==> config.mk <==
export PLATFORM = sky130hd
export DESIGN_NAME = lc3_instruction_execute_core_top
export DESIGN_NICKNAME = d
export VERILOG_FILES = /design/src/rtl/core/lc3_iec_pkg.sv /design/src/rtl/core/lc3_instruction_execute_core_top.sv
export SDC_FILE = /design/constraint.sdc
export NUM_CORES = 1
export LEC_CHECK = 0
export ABC_AREA = 1
export CAP_MARGIN = 30
export CORE_ASPECT_RATIO = 0.7
export CORE_MARGIN = 10
export CORE_UTILIZATION = 30
export DETAILED_ROUTE_END_ITERATION = 10
export DONT_BUFFER_PORTS = 1
export GPL_TIMING_DRIVEN = 1
export SLEW_MARGIN = 10
export SYNTH_ARGS = -nofsm -noshare
export SYNTH_HDL_FRONTEND = slang
export SYNTH_SLANG_ARGS = --single-unit
==> constraint.sdc <==
create_clock -name aclk -period 3.7 [get_ports aclk]
set_input_delay 0.185 -clock aclk [delete_from_list [all_inputs] [get_ports aclk]]
set_output_delay 0.185 -clock aclk [all_outputs]
set_load 0.005 [all_outputs]
==> src/rtl/core/lc3_iec_pkg.sv <==
// ----------------------------------------------------------------------------
// lc3_iec_pkg
// Shared codes and sizes of the LC-3 instruction execute core: command,
// request kind, opcode and pending access codes, config register indexes.
// ----------------------------------------------------------------------------
`default_nettype none

package lc3_iec_pkg;

    localparam int unsigned WORD_W   = 16;
    localparam int unsigned CMD_W    = 2;
    localparam int unsigned KIND_W   = 2;
    localparam int unsigned FLAGS_W  = 3;
    localparam int unsigned RIDX_W   = 3;
    localparam int unsigned PEND_W   = 3;
    localparam int unsigned OP_W     = 4;
    localparam int unsigned CFG_IDX_W = 2;

    localparam int unsigned RES_DEPTH = 4;

    // command codes
    localparam logic [CMD_W-1:0] CMD_STEP  = 2'd0;
    localparam logic [CMD_W-1:0] CMD_INSTR = 2'd1;
    localparam logic [CMD_W-1:0] CMD_DATA  = 2'd2;

    // request kinds
    localparam logic [KIND_W-1:0] KIND_FETCH = 2'd0;
    localparam logic [KIND_W-1:0] KIND_READ  = 2'd1;
    localparam logic [KIND_W-1:0] KIND_WRITE = 2'd2;
    localparam logic [KIND_W-1:0] KIND_DONE  = 2'd3;

    // pending access codes
    localparam logic [PEND_W-1:0] PEND_NONE    = 3'd0;
    localparam logic [PEND_W-1:0] PEND_LOAD    = 3'd1;
    localparam logic [PEND_W-1:0] PEND_LDI_PTR = 3'd2;
    localparam logic [PEND_W-1:0] PEND_STI_PTR = 3'd3;
    localparam logic [PEND_W-1:0] PEND_RTI     = 3'd4;

    // opcodes
    localparam logic [OP_W-1:0] OP_BR   = 4'h0;
    localparam logic [OP_W-1:0] OP_ADD  = 4'h1;
    localparam logic [OP_W-1:0] OP_LD   = 4'h2;
    localparam logic [OP_W-1:0] OP_ST   = 4'h3;
    localparam logic [OP_W-1:0] OP_JSR  = 4'h4;
    localparam logic [OP_W-1:0] OP_AND  = 4'h5;
    localparam logic [OP_W-1:0] OP_LDR  = 4'h6;
    localparam logic [OP_W-1:0] OP_STR  = 4'h7;
    localparam logic [OP_W-1:0] OP_RTI  = 4'h8;
    localparam logic [OP_W-1:0] OP_NOT  = 4'h9;
    localparam logic [OP_W-1:0] OP_LDI  = 4'hA;
    localparam logic [OP_W-1:0] OP_STI  = 4'hB;
    localparam logic [OP_W-1:0] OP_JMP  = 4'hC;
    localparam logic [OP_W-1:0] OP_RSV  = 4'hD;
    localparam logic [OP_W-1:0] OP_LEA  = 4'hE;
    localparam logic [OP_W-1:0] OP_TRAP = 4'hF;

    // condition codes
    localparam logic [FLAGS_W-1:0] CC_N = 3'b100;
    localparam logic [FLAGS_W-1:0] CC_Z = 3'b010;
    localparam logic [FLAGS_W-1:0] CC_P = 3'b001;

    // stack pointer and link register
    localparam logic [RIDX_W-1:0] REG_SP   = 3'd5;
    localparam logic [RIDX_W-1:0] REG_LINK = 3'd7;

    // config registers
    localparam logic [CFG_IDX_W-1:0] CFG_IRQ_VEC = 2'd0;
    localparam logic [CFG_IDX_W-1:0] CFG_ILL_VEC = 2'd1;

    localparam logic [WORD_W-1:0] IRQ_VEC_RESET = 16'h0001;
    localparam logic [WORD_W-1:0] ILL_VEC_RESET = 16'h0002;

endpackage

`default_nettype wire

==> src/rtl/core/lc3_instruction_execute_core_top.sv <==
// ----------------------------------------------------------------------------
// lc3_instruction_execute_core_top
// LC-3 core whose memory traffic travels as items: steps, instruction words
// and read data come in, fetch, read, write and completion results go out.
// ----------------------------------------------------------------------------
// Usage:
//   s_ channel: one item per transfer (cmd, data_word, irq_request).
//   m_ channel: one or two results per item, m_last on the final one.
//   cfg channel: cfg_index 0 is the interrupt vector, 1 the reserved opcode
//   vector; always ready. It must be written while the core is idle; the
//   core itself does not enforce this. An accepted item is held in the
//   input register and executes there against the register file, PC, flags
//   and pending access; its results enter a four-entry result queue at the
//   next edge, and the first result shows on m_ from that queue.
//   Throughput is one item per cycle while the queue has room for two
//   results; an interrupt step yields two results. Items ignored by the core
//   (steps and instructions while an access is pending, read data while
//   none is, or cmd 3) produce nothing. The input register only executes
//   while the queue has room for two results, so a stalled m_ side holds
//   s_ready low once more than two results wait; nothing is lost.
//   Reset (aresetn low, synchronous) clears registers, PC, interrupt enable,
//   pending access and the result queue, sets flags to Z, restores vectors.
// ----------------------------------------------------------------------------
`default_nettype none

module lc3_instruction_execute_core_top #(
    parameter int unsigned RES_DEPTH = lc3_iec_pkg::RES_DEPTH
) (
    input  wire logic                                aclk,
    input  wire logic                                aresetn,
    input  wire logic                                s_valid,
    output logic                                     s_ready,
    input  wire logic [lc3_iec_pkg::CMD_W-1:0]       s_cmd,
    input  wire logic [lc3_iec_pkg::WORD_W-1:0]      s_data_word,
    input  wire logic                                s_irq_request,
    output logic                                     m_valid,
    input  wire logic                                m_ready,
    output logic [lc3_iec_pkg::KIND_W-1:0]           m_req_kind,
    output logic [lc3_iec_pkg::WORD_W-1:0]           m_req_address,
    output logic [lc3_iec_pkg::WORD_W-1:0]           m_write_data,
    output logic [lc3_iec_pkg::WORD_W-1:0]           m_pc_value,
    output logic [lc3_iec_pkg::FLAGS_W-1:0]          m_cond_flags,
    output logic                                     m_dest_written,
    output logic [lc3_iec_pkg::RIDX_W-1:0]           m_dest_index,
    output logic [lc3_iec_pkg::WORD_W-1:0]           m_dest_value,
    output logic                                     m_last,
    input  wire logic                                cfg_valid,
    output logic                                     cfg_ready,
    input  wire logic [lc3_iec_pkg::CFG_IDX_W-1:0]   cfg_index,
    input  wire logic [lc3_iec_pkg::WORD_W-1:0]      cfg_data
);

    localparam int unsigned PTR_W = (RES_DEPTH > 1) ? $clog2(RES_DEPTH) : 1;
    localparam int unsigned CNT_W = $clog2(RES_DEPTH + 1);
    localparam int unsigned NREGS = 2 ** lc3_iec_pkg::RIDX_W;

    typedef struct packed {
        logic [lc3_iec_pkg::KIND_W-1:0]  req_kind;
        logic [lc3_iec_pkg::WORD_W-1:0]  req_address;
        logic [lc3_iec_pkg::WORD_W-1:0]  write_data;
        logic [lc3_iec_pkg::WORD_W-1:0]  pc_value;
        logic [lc3_iec_pkg::FLAGS_W-1:0] cond_flags;
        logic                            dest_written;
        logic [lc3_iec_pkg::RIDX_W-1:0]  dest_index;
        logic [lc3_iec_pkg::WORD_W-1:0]  dest_value;
        logic                            last;
    } res_t;

    function automatic logic [lc3_iec_pkg::FLAGS_W-1:0] flags_of(
        input logic [lc3_iec_pkg::WORD_W-1:0] v
    );
        logic [lc3_iec_pkg::FLAGS_W-1:0] f;
        if (v[lc3_iec_pkg::WORD_W-1]) begin
            f = lc3_iec_pkg::CC_N;
        end else if (v == '0) begin
            f = lc3_iec_pkg::CC_Z;
        end else begin
            f = lc3_iec_pkg::CC_P;
        end
        return f;
    endfunction

    // input register
    logic                               in_vld_reg;
    logic [lc3_iec_pkg::CMD_W-1:0]      in_cmd_reg;
    logic [lc3_iec_pkg::WORD_W-1:0]     in_word_reg;
    logic                               in_irq_reg;

    // architectural state
    logic [lc3_iec_pkg::WORD_W-1:0]     gr_reg [NREGS];
    logic [lc3_iec_pkg::WORD_W-1:0]     pc_reg, pc_next;
    logic [lc3_iec_pkg::FLAGS_W-1:0]    cc_reg, cc_next;
    logic                               ie_reg, ie_next;
    logic [lc3_iec_pkg::PEND_W-1:0]     pend_reg, pend_next;
    logic [lc3_iec_pkg::RIDX_W-1:0]     preg_reg, preg_next;
    logic [lc3_iec_pkg::WORD_W-1:0]     irq_vec_reg;
    logic [lc3_iec_pkg::WORD_W-1:0]     ill_vec_reg;

    // result queue
    res_t                               fifo_reg [RES_DEPTH];
    logic [PTR_W-1:0]                   wr_ptr_reg, rd_ptr_reg;
    logic [CNT_W-1:0]                   cnt_reg;

    logic                               exec_go;
    logic                               pop;
    logic [1:0]                         push_n;
    res_t                               res0, res1;

    logic                               gr_we;
    logic [lc3_iec_pkg::RIDX_W-1:0]     gr_wi;
    logic [lc3_iec_pkg::WORD_W-1:0]     gr_wd;

    logic [lc3_iec_pkg::OP_W-1:0]       op;
    logic [lc3_iec_pkg::RIDX_W-1:0]     dr, sr1, rc_idx;
    logic [lc3_iec_pkg::WORD_W-1:0]     rd_a, rd_b, rd_c, sp;
    logic [lc3_iec_pkg::WORD_W-1:0]     src2, off6, off9, off11, pc1;

    assign op     = in_word_reg[15:12];
    assign dr     = in_word_reg[11:9];
    assign sr1    = in_word_reg[8:6];
    assign rc_idx = (in_cmd_reg == lc3_iec_pkg::CMD_DATA) ? preg_reg : dr;
    assign rd_a   = gr_reg[sr1];
    assign rd_b   = gr_reg[in_word_reg[2:0]];
    assign rd_c   = gr_reg[rc_idx];
    assign sp     = gr_reg[lc3_iec_pkg::REG_SP];
    assign off6   = {{10{in_word_reg[5]}}, in_word_reg[5:0]};
    assign off9   = {{7{in_word_reg[8]}}, in_word_reg[8:0]};
    assign off11  = {{5{in_word_reg[10]}}, in_word_reg[10:0]};
    assign src2   = in_word_reg[5] ? {{11{in_word_reg[4]}}, in_word_reg[4:0]} : rd_b;
    assign pc1    = pc_reg + 16'd1;

    assign exec_go   = in_vld_reg && (cnt_reg <= CNT_W'(RES_DEPTH - 2));
    assign s_ready   = !in_vld_reg || exec_go;
    assign cfg_ready = 1'b1;
    assign pop       = m_valid && m_ready;

    always_comb begin
        logic [lc3_iec_pkg::WORD_W-1:0] v;
        v         = '0;
        pc_next   = pc_reg;
        cc_next   = cc_reg;
        ie_next   = ie_reg;
        pend_next = pend_reg;
        preg_next = preg_reg;
        gr_we     = 1'b0;
        gr_wi     = '0;
        gr_wd     = '0;
        push_n    = 2'd0;
        res0      = '0;
        res1      = '0;
        res0.last = 1'b1;
        res1.last = 1'b1;

        unique case (in_cmd_reg)
            lc3_iec_pkg::CMD_STEP: begin
                if (pend_reg == lc3_iec_pkg::PEND_NONE) begin
                    if (ie_reg && in_irq_reg) begin
                        gr_we   = 1'b1;
                        gr_wi   = lc3_iec_pkg::REG_SP;
                        gr_wd   = sp + 16'd1;
                        ie_next = 1'b0;
                        pc_next = irq_vec_reg;
                        res0.req_kind     = lc3_iec_pkg::KIND_WRITE;
                        res0.req_address  = sp;
                        res0.write_data   = pc_reg;
                        res0.dest_written = 1'b1;
                        res0.dest_index   = lc3_iec_pkg::REG_SP;
                        res0.dest_value   = sp + 16'd1;
                        res0.last         = 1'b0;
                        res1.req_kind     = lc3_iec_pkg::KIND_FETCH;
                        res1.req_address  = irq_vec_reg;
                        push_n = 2'd2;
                    end else begin
                        res0.req_kind    = lc3_iec_pkg::KIND_FETCH;
                        res0.req_address = pc_reg;
                        push_n = 2'd1;
                    end
                end
            end
            lc3_iec_pkg::CMD_INSTR: begin
                if (pend_reg == lc3_iec_pkg::PEND_NONE) begin
                    push_n  = 2'd1;
                    pc_next = pc1;
                    res0.req_kind = lc3_iec_pkg::KIND_DONE;
                    unique case (op)
                        lc3_iec_pkg::OP_BR: begin
                            if (dr == '0 || (dr & cc_reg) != '0) begin
                                pc_next = pc1 + off9;
                            end
                        end
                        lc3_iec_pkg::OP_ADD, lc3_iec_pkg::OP_AND, lc3_iec_pkg::OP_NOT,
                        lc3_iec_pkg::OP_LEA: begin
                            unique case (op)
                                lc3_iec_pkg::OP_ADD: v = rd_a + src2;
                                lc3_iec_pkg::OP_AND: v = rd_a & src2;
                                lc3_iec_pkg::OP_NOT: v = ~rd_a;
                                default:             v = pc1 + off9;
                            endcase
                            gr_we   = 1'b1;
                            gr_wi   = dr;
                            gr_wd   = v;
                            cc_next = flags_of(v);
                            res0.dest_written = 1'b1;
                            res0.dest_index   = dr;
                            res0.dest_value   = v;
                        end
                        lc3_iec_pkg::OP_LD, lc3_iec_pkg::OP_LDR, lc3_iec_pkg::OP_LDI: begin
                            pend_next = (op == lc3_iec_pkg::OP_LDI) ?
                                        lc3_iec_pkg::PEND_LDI_PTR : lc3_iec_pkg::PEND_LOAD;
                            preg_next = dr;
                            res0.req_kind    = lc3_iec_pkg::KIND_READ;
                            res0.req_address = (op == lc3_iec_pkg::OP_LDR) ?
                                               rd_a + off6 : pc1 + off9;
                        end
                        lc3_iec_pkg::OP_ST, lc3_iec_pkg::OP_STR: begin
                            res0.req_kind    = lc3_iec_pkg::KIND_WRITE;
                            res0.req_address = (op == lc3_iec_pkg::OP_STR) ?
                                               rd_a + off6 : pc1 + off9;
                            res0.write_data  = rd_c;
                        end
                        lc3_iec_pkg::OP_STI: begin
                            pend_next = lc3_iec_pkg::PEND_STI_PTR;
                            preg_next = dr;
                            res0.req_kind    = lc3_iec_pkg::KIND_READ;
                            res0.req_address = pc1 + off9;
                        end
                        lc3_iec_pkg::OP_JSR: begin
                            pc_next = in_word_reg[11] ? pc1 + off11 : rd_a;
                            gr_we   = 1'b1;
                            gr_wi   = lc3_iec_pkg::REG_LINK;
                            gr_wd   = pc1;
                            res0.dest_written = 1'b1;
                            res0.dest_index   = lc3_iec_pkg::REG_LINK;
                            res0.dest_value   = pc1;
                        end
                        lc3_iec_pkg::OP_JMP: begin
                            pc_next = rd_a;
                        end
                        lc3_iec_pkg::OP_RTI: begin
                            v         = sp - 16'd1;
                            gr_we     = 1'b1;
                            gr_wi     = lc3_iec_pkg::REG_SP;
                            gr_wd     = v;
                            pend_next = lc3_iec_pkg::PEND_RTI;
                            res0.req_kind     = lc3_iec_pkg::KIND_READ;
                            res0.req_address  = v;
                            res0.dest_written = 1'b1;
                            res0.dest_index   = lc3_iec_pkg::REG_SP;
                            res0.dest_value   = v;
                        end
                        lc3_iec_pkg::OP_RSV: begin
                            pc_next = ill_vec_reg;
                        end
                        default: begin
                            // trap runs as a no-op
                        end
                    endcase
                end
            end
            lc3_iec_pkg::CMD_DATA: begin
                pend_next = lc3_iec_pkg::PEND_NONE;
                unique case (pend_reg)
                    lc3_iec_pkg::PEND_LOAD: begin
                        push_n  = 2'd1;
                        gr_we   = 1'b1;
                        gr_wi   = preg_reg;
                        gr_wd   = in_word_reg;
                        cc_next = flags_of(in_word_reg);
                        res0.req_kind     = lc3_iec_pkg::KIND_DONE;
                        res0.dest_written = 1'b1;
                        res0.dest_index   = preg_reg;
                        res0.dest_value   = in_word_reg;
                    end
                    lc3_iec_pkg::PEND_LDI_PTR: begin
                        push_n    = 2'd1;
                        pend_next = lc3_iec_pkg::PEND_LOAD;
                        res0.req_kind    = lc3_iec_pkg::KIND_READ;
                        res0.req_address = in_word_reg;
                    end
                    lc3_iec_pkg::PEND_STI_PTR: begin
                        push_n = 2'd1;
                        res0.req_kind    = lc3_iec_pkg::KIND_WRITE;
                        res0.req_address = in_word_reg;
                        res0.write_data  = rd_c;
                    end
                    lc3_iec_pkg::PEND_RTI: begin
                        push_n  = 2'd1;
                        pc_next = in_word_reg;
                        ie_next = 1'b1;
                        res0.req_kind = lc3_iec_pkg::KIND_DONE;
                    end
                    default: begin
                        // nothing pending
                    end
                endcase
            end
            default: begin
                // unused command
            end
        endcase

        res0.pc_value   = pc_next;
        res0.cond_flags = cc_next;
        res1.pc_value   = pc_next;
        res1.cond_flags = cc_next;
    end

    always_ff @(posedge aclk) begin
        if (!aresetn) begin
            in_vld_reg  <= 1'b0;
            pc_reg      <= '0;
            cc_reg      <= lc3_iec_pkg::CC_Z;
            ie_reg      <= 1'b0;
            pend_reg    <= lc3_iec_pkg::PEND_NONE;
            preg_reg    <= '0;
            irq_vec_reg <= lc3_iec_pkg::IRQ_VEC_RESET;
            ill_vec_reg <= lc3_iec_pkg::ILL_VEC_RESET;
            wr_ptr_reg  <= '0;
            rd_ptr_reg  <= '0;
            cnt_reg     <= '0;
            for (int i = 0; i < NREGS; i++) begin
                gr_reg[i] <= '0;
            end
        end else begin
            if (s_valid && s_ready) begin
                in_vld_reg <= 1'b1;
            end else if (exec_go) begin
                in_vld_reg <= 1'b0;
            end
            if (exec_go) begin
                pc_reg     <= pc_next;
                cc_reg     <= cc_next;
                ie_reg     <= ie_next;
                pend_reg   <= pend_next;
                preg_reg   <= preg_next;
                if (gr_we) begin
                    gr_reg[gr_wi] <= gr_wd;
                end
                wr_ptr_reg <= wr_ptr_reg + PTR_W'(push_n);
            end
            if (cfg_valid && cfg_ready) begin
                if (cfg_index == lc3_iec_pkg::CFG_IRQ_VEC) begin
                    irq_vec_reg <= cfg_data;
                end else if (cfg_index == lc3_iec_pkg::CFG_ILL_VEC) begin
                    ill_vec_reg <= cfg_data;
                end
            end
            if (pop) begin
                rd_ptr_reg <= rd_ptr_reg + PTR_W'(1);
            end
            cnt_reg <= cnt_reg + CNT_W'(exec_go ? push_n : 2'd0) - CNT_W'(pop);
        end
    end

    // input register payload
    always_ff @(posedge aclk) begin
        if (s_valid && s_ready) begin
            in_cmd_reg  <= s_cmd;
            in_word_reg <= s_data_word;
            in_irq_reg  <= s_irq_request;
        end
    end

    // result queue payload
    always_ff @(posedge aclk) begin
        if (exec_go && push_n != 2'd0) begin
            fifo_reg[wr_ptr_reg] <= res0;
        end
        if (exec_go && push_n == 2'd2) begin
            fifo_reg[PTR_W'(wr_ptr_reg + PTR_W'(1))] <= res1;
        end
    end

    assign m_valid        = (cnt_reg != '0);
    assign m_req_kind     = fifo_reg[rd_ptr_reg].req_kind;
    assign m_req_address  = fifo_reg[rd_ptr_reg].req_address;
    assign m_write_data   = fifo_reg[rd_ptr_reg].write_data;
    assign m_pc_value     = fifo_reg[rd_ptr_reg].pc_value;
    assign m_cond_flags   = fifo_reg[rd_ptr_reg].cond_flags;
    assign m_dest_written = fifo_reg[rd_ptr_reg].dest_written;
    assign m_dest_index   = fifo_reg[rd_ptr_reg].dest_index;
    assign m_dest_value   = fifo_reg[rd_ptr_reg].dest_value;
    assign m_last         = fifo_reg[rd_ptr_reg].last;

endmodule

`default_nettype wire

* Yosys cells after proc, flatten, opt, wreduce, memory -nomap -nowiden
Memory sizes are Yosys's and may differ from the RTL's. A register that Yosys moved wholly into a read port is not among the register bits.
Cells that the tools add are included.
** Word-level totals
- Register bits after elaboration :: 85
- Bits in writable memories :: 424
- Input bits :: 42
- Output and inout bits :: 77
- Word-level logic and storage cells :: 191
- Memories :: 2
** Cells by class
- $add $sub $neg :: 12
- Magnitude comparators :: 1
- Equal/unequal tests :: 27
- Muxes and demuxes :: 95
- Bitwise gates (word level) :: 4
- Reductions and logical operators :: 36
** Memories
- fifo_reg :: words 4, bits a word 74, read ports 1, clocked after memory_dff 1, write ports 2, line lc3_instruction_execute_core_top.sv:100 : res_t fifo_reg [RES_DEPTH];
- gr_reg :: words 8, bits a word 16, read ports 4, clocked after memory_dff 2, write ports 8, line lc3_instruction_execute_core_top.sv:90 : logic [lc3_iec_pkg::WORD_W-1:0] gr_reg [NREGS];
** Operator list (count)
- 2-to-1 mux 16 bit :: 24
- one-hot mux 16 bit (3 select lines) :: 4
- one-hot mux 20 bit (3 select lines) :: 2
- one-hot mux 34 bit (3 select lines) :: 1
- one-hot mux 18 bit (4 select lines) :: 1
- 2-to-1 mux 34 bit :: 2
- adder 16 bit :: 4
- one-hot mux 16 bit (4 select lines) :: 1
- 2-to-1 mux 21 bit :: 2
- 2-to-1 mux 3 bit :: 14
- 2-to-1 mux 20 bit :: 2
- adder 16 x 1 -> 16 bit, second input constant :: 2
- zero test 16 bit :: 2
- == test 4 bit, second input constant :: 7
- one-hot mux 3 bit (3 select lines) :: 3
- 2-to-1 mux 1 bit :: 24
- 2-to-1 mux 18 bit :: 1
- AND 16 bit :: 1
- == test 4 x 3 -> 1 bit, second input constant :: 4
- 2-to-1 mux 2 bit :: 8
- inverter 16 bit :: 1
- OR reduction 16 bit :: 1
- subtractor 16 x 1 -> 16 bit, second input constant :: 1
- one-hot mux 2 bit (3 select lines) :: 2
- other kinds (36) :: 61

* Longest topological paths before layout
- Depth after elaboration :: 12
- Mapped depth :: 29
- Gate-level depth less buffers :: 29

* Worst setup path before layout
Ideal clock, no wire load.
- Path type :: reg2reg
- From :: reg pc_reg[0] (netlist name)
- To :: mem gr_reg[1][15] (netlist name) (data pin)
- Setup time :: 0.257 ns
- Arrival time :: 3.227 ns
- Required time :: 3.443 ns
- Path slack :: 0.216 ns
- Cell stages (with the launch flop) :: 23
- Path buffers :: 0
- Cell sequence :: dfxtp_1 -> ha_1 -> nand2_1 -> nor2_1 -> inv_1 -> nor2_1 -> nand3_1 -> or3_1 -> nand2_1 -> inv_1 -> ha_1 -> a21oi_1 -> nand2_1 -> nand2_1 -> nand2_1 -> a21oi_1 -> nand3_1 -> nand3_1 -> a21oi_1 -> o21ai_1 -> o2111ai_1 -> nand2_2 -> nor2_1
** RTL lines
- from (decl) :: line lc3_instruction_execute_core_top.sv:91 : logic [lc3_iec_pkg::WORD_W-1:0] pc_reg, pc_next;
- from (signal assigned) :: line lc3_instruction_execute_core_top.sv:331 : pc_reg <= pc_next;
- to (decl) :: line lc3_instruction_execute_core_top.sv:90

==> results.tsv <==
metric	value	unit
status	complete, but fails checks	
violated checks	negative setup slack	
sequential element share of the synthesized area	0.433	
MaxCap Viol Count	0	
HP Start	cfg_index[1]	
first-pass GRT wire length	205	mm
Internal	12700	uW
antenna violations before repair	7	
Comb pwr share	0.413	
switching pwr	8040	uW
Mapped Area	0.0305	mm2
Synth cell types	61	
Final nets	4579	
Syn Inst Count	4059	
ys flop type	edfxtp_1	
R2R Setup Slk	-60	ps
Setup TNS Final	-685	ps
clk sinks	517	
Worst Setup Slack, final	-62.3	ps
fmax	266	MHz
Worst EP arrival	4260	ps
worst vdd ir	400	uV
Routed Antenna Nets	0	
post-route design area	0.0405	mm2
WHS Endpoint	irq_vec_reg[6]	
CTS Buf Count	51	
Fill cells	10200	
global-route total usage across every layer	0.233	
Post-route DRC	0	
Vias	32800	
share of power burned in registers	0.317	
leakage	0.0160	uW
overall power	20700	uW
Initial Util	0.304	
final wirelength	145	mm
Least-Margin Pin Slew	1060	ps
die area	0.115	mm2
largest net degree at the start of global routing	149	
GR Overflow Total	0	
Crit Path Max Fanout	7	
Layout Skew	72.0	ps
Critical Path Sink Type	flip-flop	
Crit path required time	4200	ps
Final setup viols	28	
FF-to-FF path depth	26	
Synth warnings	0	
Net Sw Frac	0.388	
layout cells sized above 1	0.243	
Crit Path Category	flip-flop to flip-flop	
pwr dens	512	mW/mm2
Yosys reg bits	517	
crit path launch type	flip-flop	
FF-to-FF End	gr_reg[6][12]	
Post-synth ARST share	0	
root buf cell	clkbuf_16	
RSZ-0062 raised after global routing	yes	
Syn Nets	4168	
hold crit path type	input port to flip-flop	
Site Rows	97	
Post-synth EDFFs	287	
Min Hold Slack	23.7	ps
DRT Pass-1 Iters	6	
Routed wire per std cell	24.7	um
Port Buf Inserts	0	
post-DP HPWL	106	mm
GPL Wtd Cong	1.02	
Clk pwr share	0.270	
area post-placement	0.0353	mm2
pre-CTS WS	-521	ps
vias per cell	5.61	
number of global-route vias before repair	29100	
CTS clk-pin slew, worst paths	60	ps
CTS tree	built	
Hold Vio Cnt, Final	0	
# IOs	119	
Mapped Avg Cell Area	7.52	um2
Slew Limit Fails	0	
Rel. slew slack	0.293	
min Tclk post-route	3760	ps
Die Height	287	um
DR iter-0 viols	5244	
Max Root-Sink Buffers	3	
H-tree depth	2	
die width	401	um
max reg flops	296	
hold depth	4	
clk_lat worst skew	670	ps
Final Cycle Share	1.02	
core area	0.100	mm2
Layout area overhead	32.6	%
-- per-stage QoR --
step	cells	utilization
2_1_floorplan	4059	-
5_1_grt	5849	0.403
4_1_cts	5807	0.382
6_report	5853	0.403
3_3_place_gp	5650	0.352
3_5_place_dp	5650	0.352
-- synthesized netlist by cell type (15+ instances only) --
library cell / n / area [um2]
nand3_1: 253 / 1270
xor2_1: 20 / 175
o21ai_0: 452 / 2260
edfxtp_1: 287 / 8620
ha_1: 63 / 788
buf_1: 15 / 56.3
o21ai_1: 25 / 125
nand4_1: 15 / 93.8
o22ai_1: 118 / 738
a21oi_1: 230 / 1150
nor3_1: 20 / 100
o311ai_0: 32 / 280
nand2_1: 777 / 2920
dfxtp_1: 230 / 4600
o221ai_1: 17 / 149
inv_2: 27 / 101
inv_1: 327 / 1230
o211ai_1: 93 / 698
buf_2: 60 / 300
nor2_1: 609 / 2290
a22o_1: 68 / 596
clkbuf_1: 154 / 578
-- worst max path at each step --
stage               startpoint              end  slack [ps]
floorplan            pc_reg[0]    gr_reg[1][15]         220
global placement     flip-flop    gr_reg[1][12]        -490
detailed placement   flip-flop    gr_reg[3][12]        -520
CTS                  flip-flop    gr_reg[6][12]         -20
global route         pc_reg[1]  fifo_reg[3][21]        -220
finish               flip-flop    gr_reg[6][12]         -60
-- logic make-up (layout without fill, tap and decap cells) --
logic type / after synthesis / count (layout) / synth area share
AOI/OAI and AO/OA: 1112 / 1112 / 0.217
xor gates and xnor gates: 25 / 25 / 0.00717
adders and majority gates: 67 / 67 / 0.0284
buffers and inverters: 604 / 1057 / 0.0797
DFF: 517 / 517 / 0.433
other: 1 / 6 / 0.000123
and+or+nand+nor: 1733 / 1733 / 0.235
-- placed cells by master, fill, tap and decap left out, types with 68 or more instances in the layout --
cell and n:
nand2_1 666, nor2_1 566, buf_4 464, o21ai_0 386
inv_1 305, edfxtp_1 287, dfxtp_1 222, a21oi_1 198
nand3_1 182, o22ai_1 118, nand2_2 104, o211ai_1 93
a22o_1 68
-- critical path: stages, from the launching register on --
cell	delay, ps
dfxtp_4	370
inv_2	70
buf_6	130
buf_6	130
nand2_1	80
nand3_2	70
nand3_2	110
nand2_4	140
inv_4	60
ha_4	170
fa_2	390
nand2_2	100
nand2_4	80
nand3_4	80
nand2_2	60
nand2_2	90
nand2_1	60
nand2_1	80
nand3_2	120
a21oi_4	230
nand2_1	70
o211ai_1	110
nand2_1	120
o211ai_1	180
nand2_2	190
buf_8	210
nor2_1	80
-- layout make-up --
cell class | instances | area, um2 | area share
Inverter | 362 | 1390 | 0.0342
Antenna cell | 5 | 12.5 | 0.000309
Clock inverter | 25 | 364 | 0.00899
Multi-Input combinational cell | 2938 | 16800 | 0.416
Timing Repair Buffer | 600 | 5590 | 0.138
Tap cell | 1336 | 1670 | 0.0413
Sequential cell | 517 | 13200 | 0.327
Clock buffer | 70 | 1410 | 0.0348
-- power by group through the flow --
stage / sequential (uW) / clock, uW / combinational [uW]
after global routing: 6590 / 5870 / 9110
after floorplan: 6580 / 0 / 3710
after global placement: 6660 / 0 / 6990
after CTS: 6540 / 5660 / 7460
final: 6570 / 5600 / 8580
after detailed placement: 6660 / 0 / 6990
-- per-layer routing --
| metal | vias to the layer above | track usage | wire (um) |
|---|---|---|---|
| met1 | 15800 | 0.356 | 65000 |
| met2 | 1974 | 0.318 | 57100 |
| met4 | 4 | 0.0373 | 2850 |
| li1 | 14800 | - | - |
| met3 | 184 | 0.0731 | 19800 |
| met5 | - | 0 | 27 |
-- repair_timing --
item | in CTS | in global routing
endpoints found under the setup margin | 256 | 282
hold endpoints to repair | 215 | 0
hold buffers | 47 | 0
pin swaps | 40 | 121
buffers inserted | 11 | 27
resized for setup | 170 | 399
cloned | 4 | 15
Note: power is estimated with default switching activity, not from simulation.
